[src/hw/rtl/fir_decimate_by_three_assert.svh]
// Assertion macros for the decimating FIR.
// Each macro takes a label, a condition, a consequence and a message string.
`ifndef FIR_DECIMATE_BY_THREE_ASSERT_SVH
`define FIR_DECIMATE_BY_THREE_ASSERT_SVH

// Consequence holds in the same cycle as the condition.
`define FIR3_ASSERT_NOW(lbl, cond, cons, msg) \
   lbl: assert property (@(posedge clock) disable iff (reset) (cond) |-> (cons)) \
      else $error(msg);

// Consequence holds in the cycle after the condition.
`define FIR3_ASSERT_NEXT(lbl, cond, cons, msg) \
   lbl: assert property (@(posedge clock) disable iff (reset) (cond) |=> (cons)) \
      else $error(msg);

`endif

[src/hw/rtl/fir3_pkg.sv]
`timescale 1ns / 1ps
`default_nettype none

package fir3_pkg;

   localparam int TAPS       = 63;
   localparam int COEFF_BITS = 18;
   localparam int FRAC_SHIFT = COEFF_BITS - 1;
   localparam int IDX_BITS   = $clog2(TAPS);

   typedef logic [IDX_BITS-1:0]          idx_type;
   typedef logic signed [COEFF_BITS-1:0] coef_type;

   localparam idx_type LAST_IDX = IDX_BITS'(TAPS - 1);

   // Hann-windowed sinc, cutoff 7600/48000, unit sum, signed Q1.17.
   // Entry 0 meets the oldest sample.
   localparam coef_type COEF_ROM [TAPS] = '{
      18'sd0,      -18'sd4,     -18'sd8,     18'sd14,     18'sd62,     18'sd67,
      -18'sd39,    -18'sd199,   -18'sd219,   18'sd38,     18'sd417,    18'sd505,
      18'sd38,     -18'sd703,   -18'sd972,   -18'sd257,   18'sd1033,   18'sd1678,
      18'sd719,    -18'sd1377,  -18'sd2728,  -18'sd1595,  18'sd1696,   18'sd4380,
      18'sd3298,   -18'sd1956,  -18'sd7553,  -18'sd7437,  18'sd2125,   18'sd18861,
      18'sd34898,  18'sd41503,  18'sd34898,  18'sd18861,  18'sd2125,   -18'sd7437,
      -18'sd7553,  -18'sd1956,  18'sd3298,   18'sd4380,   18'sd1696,   -18'sd1595,
      -18'sd2728,  -18'sd1377,  18'sd719,    18'sd1678,   18'sd1033,   -18'sd257,
      -18'sd972,   -18'sd703,   18'sd38,     18'sd505,    18'sd417,    18'sd38,
      -18'sd219,   -18'sd199,   -18'sd39,    18'sd67,     18'sd62,     -18'sd4,
      -18'sd8,     18'sd14,     18'sd0
   };

   function automatic coef_type coef_at(input idx_type idx);
      coef_type c;
      c = '0;
      if (idx <= LAST_IDX) begin
         c = COEF_ROM[idx];
      end
      return c;
   endfunction

   // Advance a ring index, wrapping after the last tap.
   function automatic idx_type next_idx(input idx_type idx);
      idx_type n;
      n = idx + IDX_BITS'(1);
      if (idx == LAST_IDX) begin
         n = '0;
      end
      return n;
   endfunction

endpackage

`default_nettype wire

[src/hw/rtl/fir3_ram.sv]
`timescale 1ns / 1ps
`default_nettype none

module fir3_ram #(
   parameter int WIDTH = 16,
   parameter int DEPTH = 63
) (
   input  wire logic                     clock,
   input  wire logic                     wr_en,
   input  wire logic [$clog2(DEPTH)-1:0] wr_addr,
   input  wire logic [WIDTH-1:0]         wr_data,
   input  wire logic                     rd_en,
   input  wire logic [$clog2(DEPTH)-1:0] rd_addr,
   output logic      [WIDTH-1:0]         rd_data
);

   logic [WIDTH-1:0] mem [DEPTH];
   logic [WIDTH-1:0] rd_data_ff;

   always_ff @(posedge clock) begin
      if (wr_en) begin
         mem[wr_addr] <= wr_data;
      end
      if (rd_en) begin
         rd_data_ff <= mem[rd_addr];
      end
   end

   assign rd_data = rd_data_ff;

endmodule

`default_nettype wire

[src/hw/rtl/fir_decimate_by_three.sv]
`timescale 1ns / 1ps
`default_nettype none
// Channel   Ports                              Direction  Carries
// request   req_valid req_stall req_in_sample  in         one mono Q1.15 sample
// response  rsp_valid rsp_stall rsp_out_sample out        one filtered Q1.15 sample
//
// A sample that does not start an output leaves req_stall low; one that does
// holds req_stall high through the 63-tap walk over the sample RAM read port,
// one multiply-accumulate per tap, plus the read, multiply and round stages.
// After reset, a 63-entry sweep clears the sample RAM while req_stall is high.
// The result sits in an output register, so a stalled response holds the
// next output only at its final rounding step.

module fir_decimate_by_three #(
   parameter int DECIMATION  = 3,
   parameter int SAMPLE_BITS = 16
) (
   input  wire logic                          clock,
   input  wire logic                          reset,
   input  wire logic                          req_valid,
   output logic                               req_stall,
   input  wire logic signed [SAMPLE_BITS-1:0] req_in_sample,
   output logic                               rsp_valid,
   input  wire logic                          rsp_stall,
   output logic signed      [SAMPLE_BITS-1:0] rsp_out_sample
);

   localparam int PROD_BITS = SAMPLE_BITS + fir3_pkg::COEFF_BITS;
   localparam int ACC_BITS  = PROD_BITS + $clog2(fir3_pkg::TAPS);
   localparam int RND_BITS  = ACC_BITS + 1 - fir3_pkg::FRAC_SHIFT;
   localparam int PH_BITS   = (DECIMATION > 1) ? $clog2(DECIMATION) : 1;

   localparam logic [PH_BITS-1:0] PH_LAST = PH_BITS'(DECIMATION - 1);
   localparam logic signed [ACC_BITS:0] ROUND_HALF =
      (ACC_BITS + 1)'(1) << (fir3_pkg::FRAC_SHIFT - 1);
   localparam logic signed [RND_BITS-1:0] SAT_HI =
      RND_BITS'((64'sd1 <<< (SAMPLE_BITS - 1)) - 64'sd1);
   localparam logic signed [RND_BITS-1:0] SAT_LO = ~SAT_HI;

   localparam logic [2:0] ST_CLEAR  = 3'd0;
   localparam logic [2:0] ST_IDLE   = 3'd1;
   localparam logic [2:0] ST_RUN    = 3'd2;
   localparam logic [2:0] ST_DRAIN  = 3'd3;
   localparam logic [2:0] ST_FINISH = 3'd4;

   logic [2:0] state_ff, state_in;
   fir3_pkg::idx_type wr_pos_ff, wr_pos_in;
   logic [PH_BITS-1:0] phase_ff, phase_in;
   fir3_pkg::idx_type cnt_ff, cnt_in;
   fir3_pkg::idx_type rd_idx_ff, rd_idx_in;
   logic rd_vld_ff, rd_vld_in;
   logic rd_last_ff, rd_last_in;
   fir3_pkg::idx_type coef_sel_ff, coef_sel_in;
   logic signed [PROD_BITS-1:0] prod_ff, prod_in;
   logic prod_vld_ff, prod_vld_in;
   logic prod_last_ff, prod_last_in;
   logic signed [ACC_BITS-1:0] acc_ff, acc_in;
   logic rsp_valid_ff, rsp_valid_in;
   logic signed [SAMPLE_BITS-1:0] rsp_sample_ff, rsp_sample_in;

   logic req_fire;
   logic out_free;
   logic ram_wr_en;
   fir3_pkg::idx_type ram_wr_addr;
   logic [SAMPLE_BITS-1:0] ram_wr_data;
   logic ram_rd_en;
   logic [SAMPLE_BITS-1:0] ram_rd_data;
   logic signed [ACC_BITS:0] biased;
   logic signed [RND_BITS-1:0] rounded;
   logic signed [SAMPLE_BITS-1:0] saturated;

   assign req_stall = (state_ff != ST_IDLE);
   assign req_fire  = req_valid && !req_stall;
   assign out_free  = !rsp_valid_ff || !rsp_stall;

   // Clear sweep and incoming samples share the write port.
   assign ram_wr_en   = (state_ff == ST_CLEAR) || req_fire;
   assign ram_wr_addr = (state_ff == ST_CLEAR) ? cnt_ff : wr_pos_ff;
   assign ram_wr_data = (state_ff == ST_CLEAR) ? '0 : req_in_sample;
   assign ram_rd_en   = (state_ff == ST_RUN);

   fir3_ram #(
      .WIDTH(SAMPLE_BITS),
      .DEPTH(fir3_pkg::TAPS)
   ) u_ring (
      .clock  (clock),
      .wr_en  (ram_wr_en),
      .wr_addr(ram_wr_addr),
      .wr_data(ram_wr_data),
      .rd_en  (ram_rd_en),
      .rd_addr(rd_idx_ff),
      .rd_data(ram_rd_data)
   );

   // Round half up, then clamp to full scale.
   always_comb begin
      biased  = (ACC_BITS + 1)'(acc_ff) + ROUND_HALF;
      rounded = $signed(biased[ACC_BITS:fir3_pkg::FRAC_SHIFT]);
      if (rounded > SAT_HI) begin
         saturated = SAMPLE_BITS'(SAT_HI);
      end else if (rounded < SAT_LO) begin
         saturated = SAMPLE_BITS'(SAT_LO);
      end else begin
         saturated = SAMPLE_BITS'(rounded);
      end
   end

   always_comb begin
      state_in      = state_ff;
      wr_pos_in     = wr_pos_ff;
      phase_in      = phase_ff;
      cnt_in        = cnt_ff;
      rd_idx_in     = rd_idx_ff;
      rsp_sample_in = rsp_sample_ff;
      rsp_valid_in  = rsp_valid_ff && rsp_stall;

      // read -> multiply -> accumulate
      rd_vld_in    = (state_ff == ST_RUN);
      rd_last_in   = (cnt_ff == fir3_pkg::LAST_IDX);
      coef_sel_in  = cnt_ff;
      prod_vld_in  = rd_vld_ff;
      prod_last_in = rd_last_ff;
      prod_in      = $signed(ram_rd_data) * fir3_pkg::coef_at(coef_sel_ff);
      acc_in       = acc_ff;
      if (prod_vld_ff) begin
         acc_in = acc_ff + ACC_BITS'(prod_ff);
      end

      case (state_ff)
         ST_CLEAR: begin
            cnt_in = fir3_pkg::next_idx(cnt_ff);
            if (cnt_ff == fir3_pkg::LAST_IDX) begin
               state_in = ST_IDLE;
            end
         end
         ST_IDLE: begin
            if (req_fire) begin
               wr_pos_in = fir3_pkg::next_idx(wr_pos_ff);
               phase_in  = (phase_ff == PH_LAST) ? '0 : phase_ff + PH_BITS'(1);
               if (phase_ff == '0) begin
                  // oldest sample sits just past the one written now
                  state_in  = ST_RUN;
                  rd_idx_in = fir3_pkg::next_idx(wr_pos_ff);
                  cnt_in    = '0;
                  acc_in    = '0;
               end
            end
         end
         ST_RUN: begin
            cnt_in    = fir3_pkg::next_idx(cnt_ff);
            rd_idx_in = fir3_pkg::next_idx(rd_idx_ff);
            if (cnt_ff == fir3_pkg::LAST_IDX) begin
               state_in = ST_DRAIN;
            end
         end
         ST_DRAIN: begin
            if (prod_vld_ff && prod_last_ff) begin
               state_in = ST_FINISH;
            end
         end
         ST_FINISH: begin
            // hold until the output register frees up
            if (out_free) begin
               rsp_valid_in  = 1'b1;
               rsp_sample_in = saturated;
               state_in      = ST_IDLE;
            end
         end
         default: begin
            state_in = ST_IDLE;
         end
      endcase
   end

   always_ff @(posedge clock) begin
      if (reset) begin
         state_ff     <= ST_CLEAR;
         wr_pos_ff    <= '0;
         phase_ff     <= '0;
         cnt_ff       <= '0;
         rd_idx_ff    <= '0;
         rd_vld_ff    <= 1'b0;
         prod_vld_ff  <= 1'b0;
         rsp_valid_ff <= 1'b0;
      end else begin
         state_ff     <= state_in;
         wr_pos_ff    <= wr_pos_in;
         phase_ff     <= phase_in;
         cnt_ff       <= cnt_in;
         rd_idx_ff    <= rd_idx_in;
         rd_vld_ff    <= rd_vld_in;
         prod_vld_ff  <= prod_vld_in;
         rsp_valid_ff <= rsp_valid_in;
      end
   end

   always_ff @(posedge clock) begin
      rd_last_ff    <= rd_last_in;
      coef_sel_ff   <= coef_sel_in;
      prod_ff       <= prod_in;
      prod_last_ff  <= prod_last_in;
      acc_ff        <= acc_in;
      rsp_sample_ff <= rsp_sample_in;
   end

   assign rsp_valid      = rsp_valid_ff;
   assign rsp_out_sample = rsp_sample_ff;

`include "fir_decimate_by_three_assert.svh"

   `FIR3_ASSERT_NEXT(a_skip_stays_idle, req_fire && (phase_ff != '0),
      state_ff == ST_IDLE, "sample off phase did not return to idle")

   `FIR3_ASSERT_NOW(a_mac_only_in_walk, prod_vld_ff,
      (state_ff == ST_RUN) || (state_ff == ST_DRAIN), "product outside tap walk")

   `FIR3_ASSERT_NOW(a_ring_index_range, 1'b1,
      (wr_pos_ff <= fir3_pkg::LAST_IDX) && (rd_idx_ff <= fir3_pkg::LAST_IDX),
      "ring index beyond last tap")

   `FIR3_ASSERT_NEXT(a_finish_loads_output, (state_ff == ST_FINISH) && out_free,
      rsp_valid && (state_ff == ST_IDLE), "finished sum not presented")

endmodule

`default_nettype wire

[config.mk]
export PLATFORM = sky130hd
export DESIGN_NAME = fir_decimate_by_three
export DESIGN_NICKNAME = d
export VERILOG_FILES = /design/src/hw/rtl/fir3_pkg.sv /design/src/hw/rtl/fir3_ram.sv /design/src/hw/rtl/fir_decimate_by_three.sv
export VERILOG_INCLUDE_DIRS = /design/src /design/src/hw/rtl
export SDC_FILE = /design/constraint.sdc
export NUM_CORES = 2
export LEC_CHECK = 0
export BUFFER_PORTS_ARGS = -buffer_cell sky130_fd_sc_hd__buf_2
export CAP_MARGIN = 20
export CORE_MARGIN = 3
export CORE_UTILIZATION = 45
export DETAILED_ROUTE_END_ITERATION = 8
export GPL_TIMING_DRIVEN = 1
export PLACE_DENSITY = 0.6
export SETUP_SLACK_MARGIN = 0.4
export SLEW_MARGIN = 20
export SYNTH_ARGS = -nofsm -noshare
export SYNTH_HDL_FRONTEND = slang
export SYNTH_HIERARCHICAL = 1
export SYNTH_SLANG_ARGS = --single-unit
[constraint.sdc]
create_clock -name clock -period 9.74 [get_ports clock]
set_input_delay 1.948 -clock clock [delete_from_list [all_inputs] [get_ports clock]]
set_output_delay 1.948 -clock clock [all_outputs]
set_load 0.1 [all_outputs]
==> flow_summary.json <==
{
  "post-route-drc-count": 0,
  "timing.fmax_mhz": 114.2,
  "syn_avg_cell_area_um2": 14.53,
  "design.die.area_um2": 133800,
  "chipWidth_um": 365.7,
  "postSynthNetCount": 4454,
  "wl_met1_mm": 65.95,
  "clock_sink_count": 1148,
  "worst_hold_path.num_cells": 0,
  "post_synth_inst_count": 4007,
  "timing.rr.end": "prod_ff[31]$_DFF_P_",
  "timing.critical_path.required_ps": 10360,
  "timing.critical_path.from_type": "flip-flop",
  "final_period_minus_worst_setup_slack_ps": 8754,
  "clock_latency_ps": 730,
  "timing.final.setup_violations": 0,
  "worstSetupPathType": "reg -> reg",
  "routedWlPerCell_um": 24.68,
  "synth_enable_flop_cells": 1040,
  "worstRegToRegCells": 29,
  "numPlacedInstances": 5706,
  "setup_tns_ps": 0,
  "via_per_inst": 5.746,
  "gp_routability_congestion": 0.9014,
  "dieHeight_um": 365.7,
  "finalWorstSetupSlack_ps": 986.0,
  "final.hold.worst_slack_ps": 326.0,
  "wl_met3_mm": 10.66,
  "synth_top_flop_cell": "sky130_fd_sc_hd__edfxtp_1",
  "h-tree-depth": 3,
  "slew_headroom": 0.2512,
  "max_slew.worst_pin.slew_ps": 1119,
  "run_status": "finished clean",
  "drive_gt1_frac": 0.1526,
  "worstReg2RegStart": "coef_sel_ff[0]$_DFF_P_",
  "gr-total-overflow": 0,
  "clock_tree.buffer_depth": 3,
  "buffer_ports.inserted": 37,
  "floorplan.rows": 131,
  "layout_commonest_cell": "sky130_fd_sc_hd__edfxtp_1",
  "static-leakage-power_uw": 0.02305,
  "path_common_cell": "sky130_fd_sc_hd__fa_1",
  "core_region_area_um2": 128000,
  "final_cell_count_no_fill": 5926,
  "cts_post_setup_buffers_inserted": 0,
  "grt_max_degree": 96,
  "synth.yosys.seq_area_share": 0.5734,
  "cpMaxStageDelayCell": "sky130_fd_sc_hd__dfxtp_1",
  "netlist_area_um2": 58230,
  "clock_skew_ps": 44.03,
  "final_antenna_net_count": 0,
  "boundaryPins": 38,
  "grt_pass1_vias": 34150,
  "sequential_cell_fraction_of_total_power": 0.259,
  "slew_violations": 0,
  "cp.arrival_ps": 9370,
  "max_stage_delay_ps": 640,
  "timing.reg2reg.setup_slack_ps": 990,
  "drt_pass1_iterations": 6,
  "met2RoutedLength_mm": 65.70,
  "clock_tree.root_cell": "sky130_fd_sc_hd__clkbuf_16",
  "start_util": 0.4549,
  "share_clk_of_total_power": 0.197,
  "min-delay-start": "prod_last_in$_DFF_P_",
  "finalCritPeriodShare": 0.8988,
  "swShare": 0.4090,
  "detailed_place_hpwl_mm": 94.67,
  "tritoncts": "done",
  "power-per-cell-area_nw_per_um2": 345.3,
  "ys_ff_latch": 1148,
  "timing.max_cap.violations": 0,
  "finalNetCount": 4542,
  "top_signal_layer_used": "met4",
  "hold_class": "reg -> reg",
  "post_cts_hold_buffer_count": 0,
  "cp-end-kind": "flip-flop",
  "timing_hold_violations_final": 0,
  "final_core_utilization": 0.5041,
  "tritoncts.num_buffers": 116,
  "syn2layout_area_growth_pct": 10.82,
  "vdd_drop_max_uv": 809.2,
  "combPwrFrac": 0.544,
  "power_report.internal_total_uw": 13170,
  "initial_drc_count": 3588,
  "grt.total_usage": 0.2197,
  "yosys.cell_types.count": 90,
  "asyncSetResetFlopFracSynth": 0,
  "critical_path_peak_fanout": 15,
  "power_switching_uw": 9112,
  "wirelength_mm": 146.3,
  "commonest_non_fill_non_tap_cells_in_the_layout": "1,040 x sky130_fd_sc_hd__edfxtp_1, 353 x sky130_fd_sc_hd__inv_1, 282 x sky130_fd_sc_hd__fa_1",
  "wire_length_of_the_first_global_routing_pass_mm": 222.2,
  "vias": 34050,
  "rsz0062_at_grt": "false",
  "worst_setup_slack_after_placement_ps": 1011,
  "worst_hold_path.endpoint": "prod_last_ff$_DFF_P_",
  "antenna_violations_before_repair": 1,
  "clk_pin_slew_ps": 60,
  "yosysWarnings": 6
}
worst max-delay path: cells and delay by family, from the launching register on:
family | cells | cell delay, ps
xor+xnor | 1 | 150
compound gates | 9 | 2310
flops | 1 | 640
buf+inv | 5 | 520
fa+ha+maj | 8 | 3680
simple gates | 6 | 1390
layer usage:
layer	GRT usage	up-vias
li1	-	14940
met1	0.3296	17680
met2	0.3307	1211
met3	0.04088	215
met4	0.05752	0
met5	0	-
cell type report:
class	instances	area, um^2
Antenna cell	2	5.005
Clock buffer	146	3057
Clock inverter	72	699.4
Fill cell	10790	63480
Inverter	354	1336
Multi-Input combinational cell	2309	22690
Sequential cell	1148	33410
Tap cell	1729	2163
Timing Repair Buffer	166	1179
cells by family after synthesis:
family / after synthesis / share of synthesized area
multiplexers: 324 / 0.1049
AO/OA/AOI/OAI: 579 / 0.06639
adder cells (fa/ha/maj): 428 / 0.1283
buffers and inverters: 550 / 0.04022
XOR/XNOR: 90 / 0.01354
AND/OR/NAND/NOR: 888 / 0.07327
flip-flops: 1148 / 0.5734
state kept, by name (all words and copies together), names as in the netlist:
register	count
u_ring/mem	1008
acc_ff	40
prod_ff	34
rsp_out_sample	16
u_ring/rd_data	16
cnt_ff	6
coef_sel_ff	6
rd_idx_ff	6
wr_pos_ff	6
state_ff	3
phase_ff	2
prod_last_ff	1
prod_last_in	1
prod_vld_ff	1
prod_vld_in	1
rsp_valid	1
synth_stat cells (94+ instances only):
cell type | n | area, um^2
sky130_fd_sc_hd__clkbuf_1 | 101 | 379.1
sky130_fd_sc_hd__o21ai_0 | 94 | 470.5
sky130_fd_sc_hd__inv_1 | 353 | 1325
sky130_fd_sc_hd__fa_1 | 282 | 5645
sky130_fd_sc_hd__nor2_1 | 239 | 897.1
sky130_fd_sc_hd__ha_1 | 145 | 1814
sky130_fd_sc_hd__dfxtp_1 | 108 | 2162
sky130_fd_sc_hd__and2_1 | 136 | 850.8
sky130_fd_sc_hd__edfxtp_1 | 1040 | 31230
sky130_fd_sc_hd__mux4_2 | 226 | 5090
sky130_fd_sc_hd__nand2_1 | 258 | 968.4
sky130_fd_sc_hd__a21oi_1 | 151 | 755.7
power groups by stage:
stage / sequential (uW) / clock, uW / combinational (uW)
CTS: 5770 / 4480 / 12000
global placement: 5870 / 0 / 11800
detailed placement: 5870 / 0 / 11900
global route: 5790 / 4670 / 13600
finish: 5770 / 4390 / 12100
floorplan: 5810 / 0 / 8960
metrics by stage:
stage	power, uW	area [um^2]
detailed placement	17780	60770
finish	22280	64530
CTS	22250	64520
global route	24060	64530
floorplan	14760	58230
global placement	17690	60770
timing repair:
item / CTS / global route
setup endpoints to repair: 0 / 1
endpoints found under the hold margin: 0 / 0
gates resized for setup: 0 / 1
worst max-delay path by stage:
| stage | startpoint | to |
|---|---|---|
| floorplan | coef_sel_ff[1]$_DFF_P_ | prod_ff[32]$_DFF_P_ |
| global placement | coef_sel_ff[0]$_DFF_P_ | prod_ff[25]$_DFF_P_ |
| detailed placement | coef_sel_ff[0]$_DFF_P_ | prod_ff[31]$_DFF_P_ |
| CTS | coef_sel_ff[0]$_DFF_P_ | prod_ff[31]$_DFF_P_ |
| global route | coef_sel_ff[0]$_DFF_P_ | prod_ff[31]$_DFF_P_ |
| finish | coef_sel_ff[0]$_DFF_P_ | prod_ff[31]$_DFF_P_ |
Note: power is estimated with default switching activity, not from simulation.
